<file path="src/hdl/srs_pkg.sv">
`default_nettype none
// ----------------------------------------------------------------------------
// srs_pkg - shared types and constants of the systematic resampler
// Item and result structs, register map, state codes and fixed field widths.
// ----------------------------------------------------------------------------
package srs_pkg;

  // fixed-point format of weights and offsets
  localparam int FRAC_BITS = 24;
  localparam int WEIGHT_W  = FRAC_BITS + 1;
  localparam int OFFSET_W  = FRAC_BITS;
  localparam int SUM_W     = FRAC_BITS + 2;
  localparam int THR_W     = 32;

  // register fields
  localparam int PCOUNT_W  = 7;
  localparam int SPACING_W = FRAC_BITS + 1;
  localparam int SLOT_W    = 6;

  // configuration bus
  localparam int PADDR_W   = 3;
  localparam int PDATA_W   = 32;

  localparam logic [PCOUNT_W-1:0]  PCOUNT_RESET  = 7'd64;
  localparam logic [SPACING_W-1:0] SPACING_RESET = 25'd262144;

  // register index, taken from paddr[2]
  localparam logic REG_PARTICLE_COUNT = 1'b0;
  localparam logic REG_SPACING        = 1'b1;

  // item kinds
  localparam logic KIND_LOAD  = 1'b0;
  localparam logic KIND_START = 1'b1;

  typedef struct packed {
    logic                kind;
    logic [WEIGHT_W-1:0] weight;
    logic [OFFSET_W-1:0] offset;
  } item_t;

  typedef struct packed {
    logic [SLOT_W-1:0] slot;
    logic [SLOT_W-1:0] ancestor;
    logic              last;
  } result_t;

  typedef struct packed {
    logic [PCOUNT_W-1:0]  particle_count;
    logic [SPACING_W-1:0] spacing;
  } cfg_t;

  typedef enum logic {
    ST_IDLE,
    ST_SEARCH
  } state_t;

endpackage : srs_pkg
`default_nettype wire

</file>
<file path="src/hdl/srs_ram.sv">
`default_nettype none
// ----------------------------------------------------------------------------
// srs_ram - generic simple dual-port RAM
// One write port, one read port, read data registered.
// ----------------------------------------------------------------------------
module srs_ram #(
  parameter int WIDTH = 26,
  parameter int DEPTH = 64
) (
  input  wire logic                     clk,
  input  wire logic                     we,
  input  wire logic [$clog2(DEPTH)-1:0] waddr,
  input  wire logic [WIDTH-1:0]         wdata,
  input  wire logic [$clog2(DEPTH)-1:0] raddr,
  output logic      [WIDTH-1:0]         rdata
);

  logic [WIDTH-1:0] mem [DEPTH];

  // write port
  always_ff @(posedge clk) begin
    if (we) begin
      mem[waddr] <= wdata;
    end
  end

  // registered read port
  always_ff @(posedge clk) begin
    rdata <= mem[raddr];
  end

endmodule : srs_ram
`default_nettype wire

</file>
<file path="src/hdl/srs_regs.sv">
`default_nettype none
// ----------------------------------------------------------------------------
// srs_regs - configuration registers
// APB-style slave holding particle_count (0x0) and spacing (0x4).
// ----------------------------------------------------------------------------
module srs_regs (
  input  wire logic                         clk,
  input  wire logic                         rst,
  input  wire logic                         psel,
  input  wire logic                         penable,
  input  wire logic                         pwrite,
  input  wire logic [srs_pkg::PADDR_W-1:0]  paddr,
  input  wire logic [srs_pkg::PDATA_W-1:0]  pwdata,
  output logic      [srs_pkg::PDATA_W-1:0]  prdata,
  output logic                              pready,
  output srs_pkg::cfg_t                     cfg
);

  import srs_pkg::*;

  logic reg_index;

  assign reg_index = paddr[2];
  assign pready    = 1'b1;

  // register write on the access phase
  always_ff @(posedge clk) begin
    if (rst) begin
      cfg.particle_count <= PCOUNT_RESET;
      cfg.spacing        <= SPACING_RESET;
    end else if (psel && penable && pwrite) begin
      unique case (reg_index)
        REG_PARTICLE_COUNT: cfg.particle_count <= pwdata[PCOUNT_W-1:0];
        REG_SPACING:        cfg.spacing        <= pwdata[SPACING_W-1:0];
        default:            ;
      endcase
    end
  end

  // read mux
  always_comb begin
    unique case (reg_index)
      REG_PARTICLE_COUNT: prdata = PDATA_W'(cfg.particle_count);
      REG_SPACING:        prdata = PDATA_W'(cfg.spacing);
      default:            prdata = '0;
    endcase
  end

endmodule : srs_regs
`default_nettype wire

</file>
<file path="src/hdl/srs_walk.sv">
`default_nettype none
// ----------------------------------------------------------------------------
// srs_walk - load and search sequencer
// Builds the cumulative weight table in RAM and walks it for each start.
// ----------------------------------------------------------------------------
module srs_walk #(
  parameter int NUM_PARTICLES = 64
) (
  input  wire logic                                 clk,
  input  wire logic                                 rst,
  input  wire srs_pkg::cfg_t                        cfg,
  input  wire logic                                 item_valid,
  output logic                                      item_stall,
  input  wire srs_pkg::item_t                       item,
  output logic                                      result_valid,
  input  wire logic                                 result_stall,
  output srs_pkg::result_t                          result,
  output logic                                      ram_we,
  output logic [$clog2(NUM_PARTICLES)-1:0]          ram_waddr,
  output logic [srs_pkg::SUM_W-1:0]                 ram_wdata,
  output logic [$clog2(NUM_PARTICLES)-1:0]          ram_raddr,
  input  wire logic [srs_pkg::SUM_W-1:0]            ram_rdata
);

  import srs_pkg::*;

  localparam int IDX_W = $clog2(NUM_PARTICLES);
  localparam int CNT_W = $clog2(NUM_PARTICLES + 1);

  state_t             state, state_next;
  logic [CNT_W-1:0]   load_pointer, load_pointer_next;
  logic [SUM_W-1:0]   running_sum, running_sum_next;
  logic [IDX_W-1:0]   search_index, search_index_next;
  logic [THR_W-1:0]   threshold, threshold_next;
  logic [IDX_W-1:0]   slot_count, slot_count_next;

  logic [CNT_W-1:0]   count_eff;
  logic [CNT_W-1:0]   limit;
  logic [SUM_W:0]     sum_wide;
  logic [SUM_W-1:0]   sum_sat;
  logic [THR_W:0]     thr_wide;
  logic [THR_W-1:0]   thr_sat;
  logic               advance;
  logic               slot_last;
  logic               emit;
  logic               emit_ok;

  // effective particle count, clamped to 1..NUM_PARTICLES
  always_comb begin
    if (cfg.particle_count == '0) begin
      count_eff = CNT_W'(1);
    end else if (cfg.particle_count > PCOUNT_W'(NUM_PARTICLES)) begin
      count_eff = CNT_W'(NUM_PARTICLES);
    end else begin
      count_eff = cfg.particle_count[CNT_W-1:0];
    end
  end

  // saturating accumulators
  assign sum_wide = {1'b0, running_sum} + (SUM_W + 1)'(item.weight);
  assign sum_sat  = sum_wide[SUM_W] ? {SUM_W{1'b1}} : sum_wide[SUM_W-1:0];
  assign thr_wide = {1'b0, threshold} + (THR_W + 1)'(cfg.spacing);
  assign thr_sat  = thr_wide[THR_W] ? {THR_W{1'b1}} : thr_wide[THR_W-1:0];

  // search stops at the last particle loaded this round
  assign limit     = (load_pointer == '0) ? '0 : load_pointer - CNT_W'(1);
  assign advance   = (load_pointer != '0) && (CNT_W'(search_index) < limit) &&
                     (threshold > THR_W'(ram_rdata));
  assign slot_last = (CNT_W'(slot_count) == count_eff - CNT_W'(1));
  assign emit_ok   = !result_valid || !result_stall;

  // RAM ports: read address follows the next search index so data lines up
  assign ram_waddr = load_pointer[IDX_W-1:0];
  assign ram_wdata = sum_sat;
  assign ram_raddr = search_index_next;

  // state register and walk registers
  always_ff @(posedge clk) begin
    if (rst) begin
      state        <= ST_IDLE;
      load_pointer <= '0;
      running_sum  <= '0;
      search_index <= '0;
      threshold    <= '0;
      slot_count   <= '0;
    end else begin
      state        <= state_next;
      load_pointer <= load_pointer_next;
      running_sum  <= running_sum_next;
      search_index <= search_index_next;
      threshold    <= threshold_next;
      slot_count   <= slot_count_next;
    end
  end

  // next state and control
  always_comb begin
    state_next        = state;
    load_pointer_next = load_pointer;
    running_sum_next  = running_sum;
    search_index_next = search_index;
    threshold_next    = threshold;
    slot_count_next   = slot_count;
    ram_we            = 1'b0;
    emit              = 1'b0;
    item_stall        = 1'b1;
    unique case (state)
      ST_IDLE: begin
        item_stall = 1'b0;
        if (item_valid) begin
          if (item.kind == KIND_LOAD) begin
            // loads past the particle count are dropped
            if (load_pointer < count_eff) begin
              running_sum_next  = sum_sat;
              ram_we            = 1'b1;
              load_pointer_next = load_pointer + CNT_W'(1);
            end
          end else begin
            threshold_next    = THR_W'(item.offset);
            search_index_next = '0;
            slot_count_next   = '0;
            state_next        = ST_SEARCH;
          end
        end
      end
      ST_SEARCH: begin
        if (advance) begin
          search_index_next = search_index + IDX_W'(1);
        end else if (emit_ok) begin
          emit           = 1'b1;
          threshold_next = thr_sat;
          if (slot_last) begin
            load_pointer_next = '0;
            running_sum_next  = '0;
            state_next        = ST_IDLE;
          end else begin
            slot_count_next = slot_count + IDX_W'(1);
          end
        end
      end
      default: state_next = ST_IDLE;
    endcase
  end

  // output register
  always_ff @(posedge clk) begin
    if (rst) begin
      result_valid <= 1'b0;
    end else if (emit) begin
      result_valid <= 1'b1;
    end else if (!result_stall) begin
      result_valid <= 1'b0;
    end
  end

  always_ff @(posedge clk) begin
    if (emit) begin
      result.slot     <= SLOT_W'(slot_count);
      result.ancestor <= SLOT_W'(search_index);
      result.last     <= slot_last;
    end
  end

endmodule : srs_walk
`default_nettype wire

</file>
<file path="src/hdl/systematic_resampler.sv">
`default_nettype none
// ----------------------------------------------------------------------------
// systematic_resampler - particle-filter systematic resampler
// Keeps cumulative Q2.24 weights in RAM and emits one ancestor per slot.
// ----------------------------------------------------------------------------
//  channel   signals                              direction
//  item      item_valid, item_stall, item         in  (load weight / start)
//  result    result_valid, result_stall, result   out (slot, ancestor, last)
//  config    psel, penable, pwrite, paddr, ...    APB slave, 2 registers
//
//  A start emits n results, where n is the particle count, over k (at most
//  n - 1) search steps plus stalls; each step does one registered RAM read
//  and one compare. No clearing pass after reset.
//  A stalled result holds the walk at its next slot; the input is stalled
//  during a search.
// ----------------------------------------------------------------------------
module systematic_resampler #(
  parameter int NUM_PARTICLES = 64
) (
  input  wire logic                        clk,
  input  wire logic                        rst,
  input  wire logic                        item_valid,
  output logic                             item_stall,
  input  wire srs_pkg::item_t              item,
  output logic                             result_valid,
  input  wire logic                        result_stall,
  output srs_pkg::result_t                 result,
  input  wire logic                        psel,
  input  wire logic                        penable,
  input  wire logic                        pwrite,
  input  wire logic [srs_pkg::PADDR_W-1:0] paddr,
  input  wire logic [srs_pkg::PDATA_W-1:0] pwdata,
  output logic      [srs_pkg::PDATA_W-1:0] prdata,
  output logic                             pready
);

  import srs_pkg::*;

  localparam int IDX_W = $clog2(NUM_PARTICLES);

  cfg_t             cfg;
  logic             ram_we;
  logic [IDX_W-1:0] ram_waddr;
  logic [SUM_W-1:0] ram_wdata;
  logic [IDX_W-1:0] ram_raddr;
  logic [SUM_W-1:0] ram_rdata;

  // configuration registers
  srs_regs u_regs (
    .clk     (clk),
    .rst     (rst),
    .psel    (psel),
    .penable (penable),
    .pwrite  (pwrite),
    .paddr   (paddr),
    .pwdata  (pwdata),
    .prdata  (prdata),
    .pready  (pready),
    .cfg     (cfg)
  );

  // load and search sequencer
  srs_walk #(
    .NUM_PARTICLES (NUM_PARTICLES)
  ) u_walk (
    .clk          (clk),
    .rst          (rst),
    .cfg          (cfg),
    .item_valid   (item_valid),
    .item_stall   (item_stall),
    .item         (item),
    .result_valid (result_valid),
    .result_stall (result_stall),
    .result       (result),
    .ram_we       (ram_we),
    .ram_waddr    (ram_waddr),
    .ram_wdata    (ram_wdata),
    .ram_raddr    (ram_raddr),
    .ram_rdata    (ram_rdata)
  );

  // cumulative weight table
  srs_ram #(
    .WIDTH (SUM_W),
    .DEPTH (NUM_PARTICLES)
  ) u_cum_ram (
    .clk   (clk),
    .we    (ram_we),
    .waddr (ram_waddr),
    .wdata (ram_wdata),
    .raddr (ram_raddr),
    .rdata (ram_rdata)
  );

  // a start always opens a search, which blocks further items
  assert property (@(posedge clk) disable iff (rst)
    (item_valid && !item_stall && item.kind == KIND_START) |=> item_stall)
    else $error("start transfer did not begin a search");

  // ancestors and slots stay inside the particle table
  assert property (@(posedge clk) disable iff (rst)
    result_valid |-> ({1'b0, result.ancestor} < (SLOT_W + 1)'(NUM_PARTICLES) &&
                      {1'b0, result.slot} < (SLOT_W + 1)'(NUM_PARTICLES)))
    else $error("result index beyond particle table");

  // a new result never appears while the input side is open
  assert property (@(posedge clk) disable iff (rst)
    (!item_stall && !(result_valid && result_stall)) |=> !result_valid ||
      $past(item_stall) == 1'b1 || $past(result_valid && result_stall) ||
      !$past(!item_stall))
    else $error("result produced outside a search");

endmodule : systematic_resampler
`default_nettype wire
</file>
<file path="config.mk">
export PLATFORM = sky130hd
export DESIGN_NAME = systematic_resampler
export DESIGN_NICKNAME = d
export VERILOG_FILES = /design/src/hdl/srs_pkg.sv /design/src/hdl/srs_ram.sv /design/src/hdl/srs_regs.sv /design/src/hdl/srs_walk.sv /design/src/hdl/systematic_resampler.sv
export SDC_FILE = /design/constraint.sdc
export NUM_CORES = 2
export LEC_CHECK = 0
export ABC_AREA = 1
export ABC_CLOCK_PERIOD_IN_PS = 4900
export BUFFER_PORTS_ARGS = -buffer_cell sky130_fd_sc_hd__buf_4
export CAP_MARGIN = 20
export CORE_MARGIN = 2
export CORE_UTILIZATION = 49
export CTS_CLUSTER_DIAMETER = 100
export DETAILED_ROUTE_END_ITERATION = 8
export PLACE_DENSITY = 0.67
export SETUP_SLACK_MARGIN = 0.1
export SLEW_MARGIN = 30
export SYNTH_ARGS = -nofsm -noshare
export SYNTH_HDL_FRONTEND = slang
export SYNTH_SLANG_ARGS = --single-unit
export TNS_END_PERCENT = 100
</file>
<file path="constraint.sdc">
create_clock -name clk -period 4.9 [get_ports clk]
set_input_delay 0.245 -clock clk [delete_from_list [all_inputs] [get_ports clk]]
set_output_delay 0.245 -clock clk [all_outputs]
set_load 0.1 [all_outputs]
</file>
* Yosys cells after proc, flatten, opt, wreduce, memory -nomap -nowiden
Memories as Yosys holds them, arrays and structs flattened. A register that Yosys moved wholly into a read port is not among the register bits. Index checks and enable logic that the tools add are counted.
Word-level totals: register bits 124, RAM bits 1664, bits of input ports 92, output and inout port bits 48, word-level logic and storage cells 104, memories 1
Memories:
- u_cum_ram.mem | depth 64, bits a word 26, read ports 1, clocked after memory_dff 1, wr ports 1, line srs_ram.sv:18 | logic [WIDTH-1:0] mem [DEPTH];
Operators by class: add/sub/neg operators 7, order comparisons 4, equal/unequal tests 10, mux-type cells 53, bitwise gates (word level) 2, reduce and logical (&&, ||, !) cells 15
Operators by type and width (count):
- $mux W26 | 7
- $mux W32 | 5
- $pmux W32 S2 | 2
- $mux W7 | 9
- $pmux W26 S2 | 1
- $mux W6 | 8
- $add A32 B25 Y33 | 1
- $gt A32 B26 Y1 | 1
- $add A26 B25 Y27 | 1
- $pmux W6 S2 | 2
- $mux W1 | 17
- $logic_not A7 Y1 | 2
- $ne A2 B2 Y1 const B | 7
- $pmux W7 S2 | 1
- $sub A7 B1 Y7 const B | 2
- $add A6 B1 Y6 const B | 2
- $add A7 B1 Y7 const B | 1
- $eq A6 B7 Y1 | 1
- $gt A7 B7 Y1 const B | 1
- $lt A6 B7 Y1 | 1
- $lt A7 B7 Y1 | 1
- $reduce_bool A7 Y1 | 1
- $reduce_and A6 Y1 | 1
- $reduce_and A5 Y1 | 1
- other kinds (8) | 15

* Logic depth before layout (Yosys ltp)
depth after elaboration 10, depth in mapped cells 30, mapped depth without buffers 28

* Modules after synthesis
From an unflattened synthesis, not the netlist that was laid out.
Unflattened totals: cells, all modules 7345, area total of the unflattened synthesis 78560.3 sq um
Modules (own cells, without submodules):
- srs_ram | instances 1, cells each 5657, area each 67963.9 sq um, seq. area each 50488.4 sq um
- srs_walk | instances 1, cells each 1416, area each 8912.3 sq um, seq. area each 1971.9 sq um
- srs_regs | instances 1, cells each 272, area each 1684.1 sq um, seq. area each 640.6 sq um

* Least setup slack after synthesis
OpenSTA, ideal clock, no wires.
path kind register to register, start point reg u_walk.running_sum[0], end point mem u_cum_ram.mem[0][18] (data pin), library setup time 712 ps, arrival time 4542 ps, data required time 4188 ps, slack -354 ps, stages on the path, launching flop included 15, buffers on the path 0, period minus slack after synthesis 5254 ps, cell sequence dfxtp_1 -> ha_1 -> inv_1 -> fa_1 -> nor2_1 -> nor2_1 -> o21bai_1 -> nand2_1 -> nand2_1 -> a21oi_1 -> o21ai_0 -> nand2_1 -> nand2_1 -> nor2_1 -> o21ai_0
On the way: cells in the longest elaborated chain, start to end 2
Ends and longest elaborated chain:
- start, declared | line srs_walk.sv:32 | logic [SUM_W-1:0] running_sum, running_sum_next;
- start signal, assigned | line srs_walk.sv:89 | running_sum <= running_sum_next;
- $add A26 B25 Y27 | line srs_walk.sv:60 | assign sum_wide = {1'b0, running_sum} + (SUM_W + 1)'(item.weight);
- $mux W26 | line srs_walk.sv:61 | assign sum_sat = sum_wide[SUM_W] ? {SUM_W{1'b1}} : sum_wide[SUM_W-1:0];
- net ram_wdata[18] | line systematic_resampler.sv:44 | logic [SUM_W-1:0] ram_wdata;
- end, declared | line srs_ram.sv:18
The timed path passes the listed nets, and every way through them passes these cells.

* Worst setup path in the final report
start point reg u_walk.threshold[0], end point reg u_walk.threshold[16]
On the way: cells in the longest elaborated chain, start to end 5, elaborated cells between the ends (all ways) 9, those cells by class add/sub: 1; order compare: 1; eq/ne: 1; mux: 4; reduce/logical: 2
Ends and longest elaborated chain:
- start, declared | line srs_walk.sv:34 | logic [THR_W-1:0] threshold, threshold_next;
- start signal, assigned | line srs_walk.sv:91 | threshold <= threshold_next;
- $add A32 B25 Y33 | line srs_walk.sv:62 | assign thr_wide = {1'b0, threshold} + (THR_W + 1)'(cfg.spacing);
- $mux W32 | line srs_walk.sv:63 | assign thr_sat = thr_wide[THR_W] ? {THR_W{1'b1}} : thr_wide[THR_W-1:0];
- $mux W32 | line srs_walk.sv:129 | end else if (emit_ok) begin
- $mux W32 | line srs_walk.sv:127 | if (advance) begin
- $pmux W32 S2 | line srs_walk.sv:107 | unique case (state)
Parallel ways exist; a longest one is shown, timed or not. The select of a mux whose other input is x is not followed. A chain may end at the register's enable or synchronous reset.

==> results by group <==
Status
  – Run status: completed

Clocking
  – CTS Root Cell: clkbuf_16
  – Worst-skew pair later-pin latency: 0.84 ns
  – Sink Count: 1814
  – Total CTS buffers: 185
  – Clock slew at reported path FFs: 0.06 ns
  – H-tree depth: 4
  – Max clock buf depth: 3
  – CTS tree: built

Die
  – Die Ht: 412 µm
  – Initial Util: 49.4%
  – FP Rows: 149
  – Die area: 0.170 mm²
  – I/O pin count: 140
  – Core area: 0.165 mm²
  – Die Wd: 412 µm

Setup path
  – CP peak stage delay: 0.59 ns
  – CP endpoint kind: register
  – Crit path from: u_walk.threshold[0]
  – Crit path arrival time: 5.23 ns
  – Worst Path Required: 5.65 ns
  – Worst Setup Start Kind: register
  – Slowest cell on the critical path: dlygate4sd3_1
  – CP cell instances: ha_1, inv_1, fa_1, o21ai_1, a21boi_0, o21ai_2, nand3_1, nand3_1, nand3_1, nand2_1, nand3_2, inv_1, nor2_1, inv_1, o221ai_1, a21oi_1, dlygate4sd3_1
  – Worst R2R Start: u_walk.threshold[0]
  – Critical path class: reg -> reg
  – Critical path fanouts, max: 16

Timing
  – Setup ws final: 0.424 ns
  – Post-route minimum period: 4.48 ns
  – Max frequency: 0.223 GHz
  – Minimum hold slack: 0.0720 ns
  – Fin. Hold Viols: 0
  – Final Max Slew Viols: 0
  – Fin Clk Skew: 0.0289 ns
  – Rel. slew slack: 29.9%
  – Worst Max-Slew Pin Slew: 1.05 ns
  – RSZ-0062 raised after global routing: false
  – Final setup TNS: 0 ns
  – Tcrit/Tclk final: 91.3%
  – Setup violations, final: 0

Run
  – Max cap viols: 0

Global routing
  – Largest net degree at the start of global routing: 146
  – Vias in the first global route: 55500
  – Global-route wire length before repair: 344000 µm
  – Total grt overflow: 0
  – All-Layer GR Usage: 27.2%
  – Antenna violations before repair: 5

Power
  – Pwr/cell area: 361 mW/mm²
  – P_leak: 39.6 nW
  – Worst VDD drop: 0.309 mV

Routing
  – Via density: 5.45
  – Post-route ant nets: 0
  – DRT iter0 DRCs: 7030
  – Vias: 59200
  – First-pass DRT Iterations: 6
  – # DRC: 0
  – WL/cell: 21.5 µm
  – Final wirelength: 233000 µm

Worst hold path
  – Hold Path Class: in -> reg
  – Hold path start: pwrite

Synthesis
  – Yosys warns: 0
  – Ys flop type: edfxtp_1
  – Cell Area, Synth: 0.0817 mm²
  – #FFs+latches synth: 1814
  – Synth async-reset ratio: 0%
  – Cell count after synthesis: 8261
  – Number of flops mapped to enable cells by yosys: 1677
  – Unique masters post-synth: 49
  – Seq/Total Area, Yosys: 65.0%
  – Syn avg cell area: 9.89 µm²

Cells and area
  – Syn-to-layout area delta: 14.1%
  – Layout fillers: 13600
  – Share of cells above drive strength 1: 8.95%
  – Area taken by multi-input logic gates: 0.0214 mm²
  – Nets@finish: 8693
  – Seq. cell area: 0.0531 mm²

Placed design
  – DP HPWL: 133000 µm
  – Port bufs: 122
  – RePlAce Congestion: 0.923
  – Worst slack, placed: 0.492 ns
==> per-stage QoR <==
stage / power (mW) / utilization [%] / cell area (µm²) / std cells
after global routing: 34.4 / 56.4 / 93200 / 10900
after floorplan: 18.9 / - / 81700 / 8267
after global placement: 19.8 / 52.3 / 86400 / 10400
final: 33.6 / 56.4 / 93200 / 10900
after detailed placement: 19.9 / 52.3 / 86400 / 10400
after CTS: 33.7 / 56.4 / 93100 / 10800
==> metal layers <==
layer / share of wire (%) / track usage [%]
met1: 40 / 36.6
met2: 46 / 43.0
met3: 9.8 / 4.76
met4: 4.7 / 12.8
met5: 0.0082 / 0
==> worst max-delay path: cells and delay by family, from the launching register on <==
family,cells,cell delay [ns]
AOI/OAI and AO/OA,5,1.15
adders and majority gates,2,0.60
buffers and inverters,4,1.38
DFF,1,0.39
and+or+nand+nor,6,0.85
==> final timing paths <==
| kind | to | slack [ns] | depth (start not counted) |
|---|---|---|---|
| setup / recovery | u_walk.threshold[16] | 0.42 | 17 |
| hold / removal | u_regs.cfg[18] | 0.07 | 6 |
| setup reg to reg | u_walk.threshold[16] | 0.42 | 17 |
| hold reg to reg | u_walk.running_sum[16] | 0.47 | 2 |
==> cell usage after synthesis, types with 10 or more instances <==
| cell | count | area, µm² |
|---|---|---|
| ha_1 | 92 | 1150 |
| nor2_1 | 202 | 758 |
| o21ai_0 | 88 | 440 |
| buf_4 | 46 | 345 |
| nand2_1 | 2265 | 8500 |
| nand3b_1 | 28 | 210 |
| dfxtp_1 | 137 | 2740 |
| nor3_1 | 21 | 105 |
| nand3_1 | 1542 | 7720 |
| inv_2 | 10 | 37.5 |
| or2_2 | 10 | 62.6 |
| buf_2 | 256 | 1280 |
| edfxtp_1 | 1677 | 50400 |
| nand4_1 | 14 | 87.6 |
| clkbuf_1 | 101 | 379 |
| o221ai_1 | 15 | 131 |
| a21oi_1 | 159 | 796 |
| xnor2_1 | 16 | 140 |
| xor2_1 | 34 | 298 |
| inv_1 | 1467 | 5510 |
==> power breakdown <==
part | internal [mW] | leakage [nW] | switching, mW | total, mW
clock | 8.00 | 2.90 | 5.96 | 14.0
combinational | 0.403 | 20.5 | 1.62 | 2.02
sequential | 17.6 | 16.2 | 0.0759 | 17.7
total | 26.0 | 39.6 | 7.66 | 33.6
==> registers in the layout (all words and copies together) (netlist names) <==
register	cells
u_walk.result_valid	1
u_cum_ram.rdata	26
u_walk.running_sum	26
u_regs.cfg	32
u_walk.threshold	32
u_walk.slot_count	6
u_cum_ram.mem	1664
u_walk.load_pointer	7
u_walk.result	13
u_walk.search_index	6
u_walk.state	1
==> kinds of logic (layout without fill, tap and decap cells) <==
group	Yosys count	in the layout	share of synthesized area (%)
AO/OA/AOI/OAI	310	310	2.12
XOR/XNOR	51	51	0.564
adder cells (fa/ha/maj)	94	94	1.46
buffers and inverters	1893	2287	9.34
flip-flops	1814	1814	65.0
other	2	9	0.00919
AND/OR/NAND/NOR	4097	4098	21.5
==> cells in the final DEF, fill, tap and decap left out, types with 5 or more instances in the layout <==
cell type,Yosys,layout
a21o_1,5,5
a21oi_1,159,158
a31oi_1,6,6
buf_12,0,56
buf_4,46,331
bufinv_16,0,15
clkbuf_1,101,54
clkbuf_16,0,186
clkbuf_8,0,14
clkinv_1,4,39
clkinv_2,0,22
conb_1,2,8
dfxtp_1,137,136
dlygate4sd3_1,0,74
edfxtp_1,1677,1677
ha_1,92,92
inv_1,1467,1466
inv_2,10,8
inv_6,0,8
nand2_1,2265,2250
nand2_2,3,15
nand3_1,1542,1534
nand3_2,1,9
nand3b_1,28,28
nand4_1,14,14
nor2_1,202,143
nor2_2,2,51
nor2_4,0,10
nor3_1,21,16
nor3_2,0,5
o21a_1,8,8
o21ai_0,88,85
o21ai_4,0,6
o221ai_1,15,15
or2_2,10,10
xnor2_1,16,16
xor2_1,34,34
==> layout make-up <==
class                           instances  share of cell area [%]
Multi-Input combinational cell       4561                    23.0
Timing Repair Buffer                  464                    4.74
Clock inverter                         88                   0.969
Antenna cell                            1                 0.00269
Tap cell                             2189                    2.94
Sequential cell                      1814                    57.0
Inverter                             1481                    5.99
Clock buffer                          254                    5.42
==> repair_timing <==
item / 4_1_cts / 5_1_grt
gates resized for setup: 0 / 2
hold buffers: 74 / 0
hold endpoints to repair: 90 / 0
setup endpoints to repair: 0 / 5
setup buffers: 0 / 5
Power figures use the tool's default switching activity.
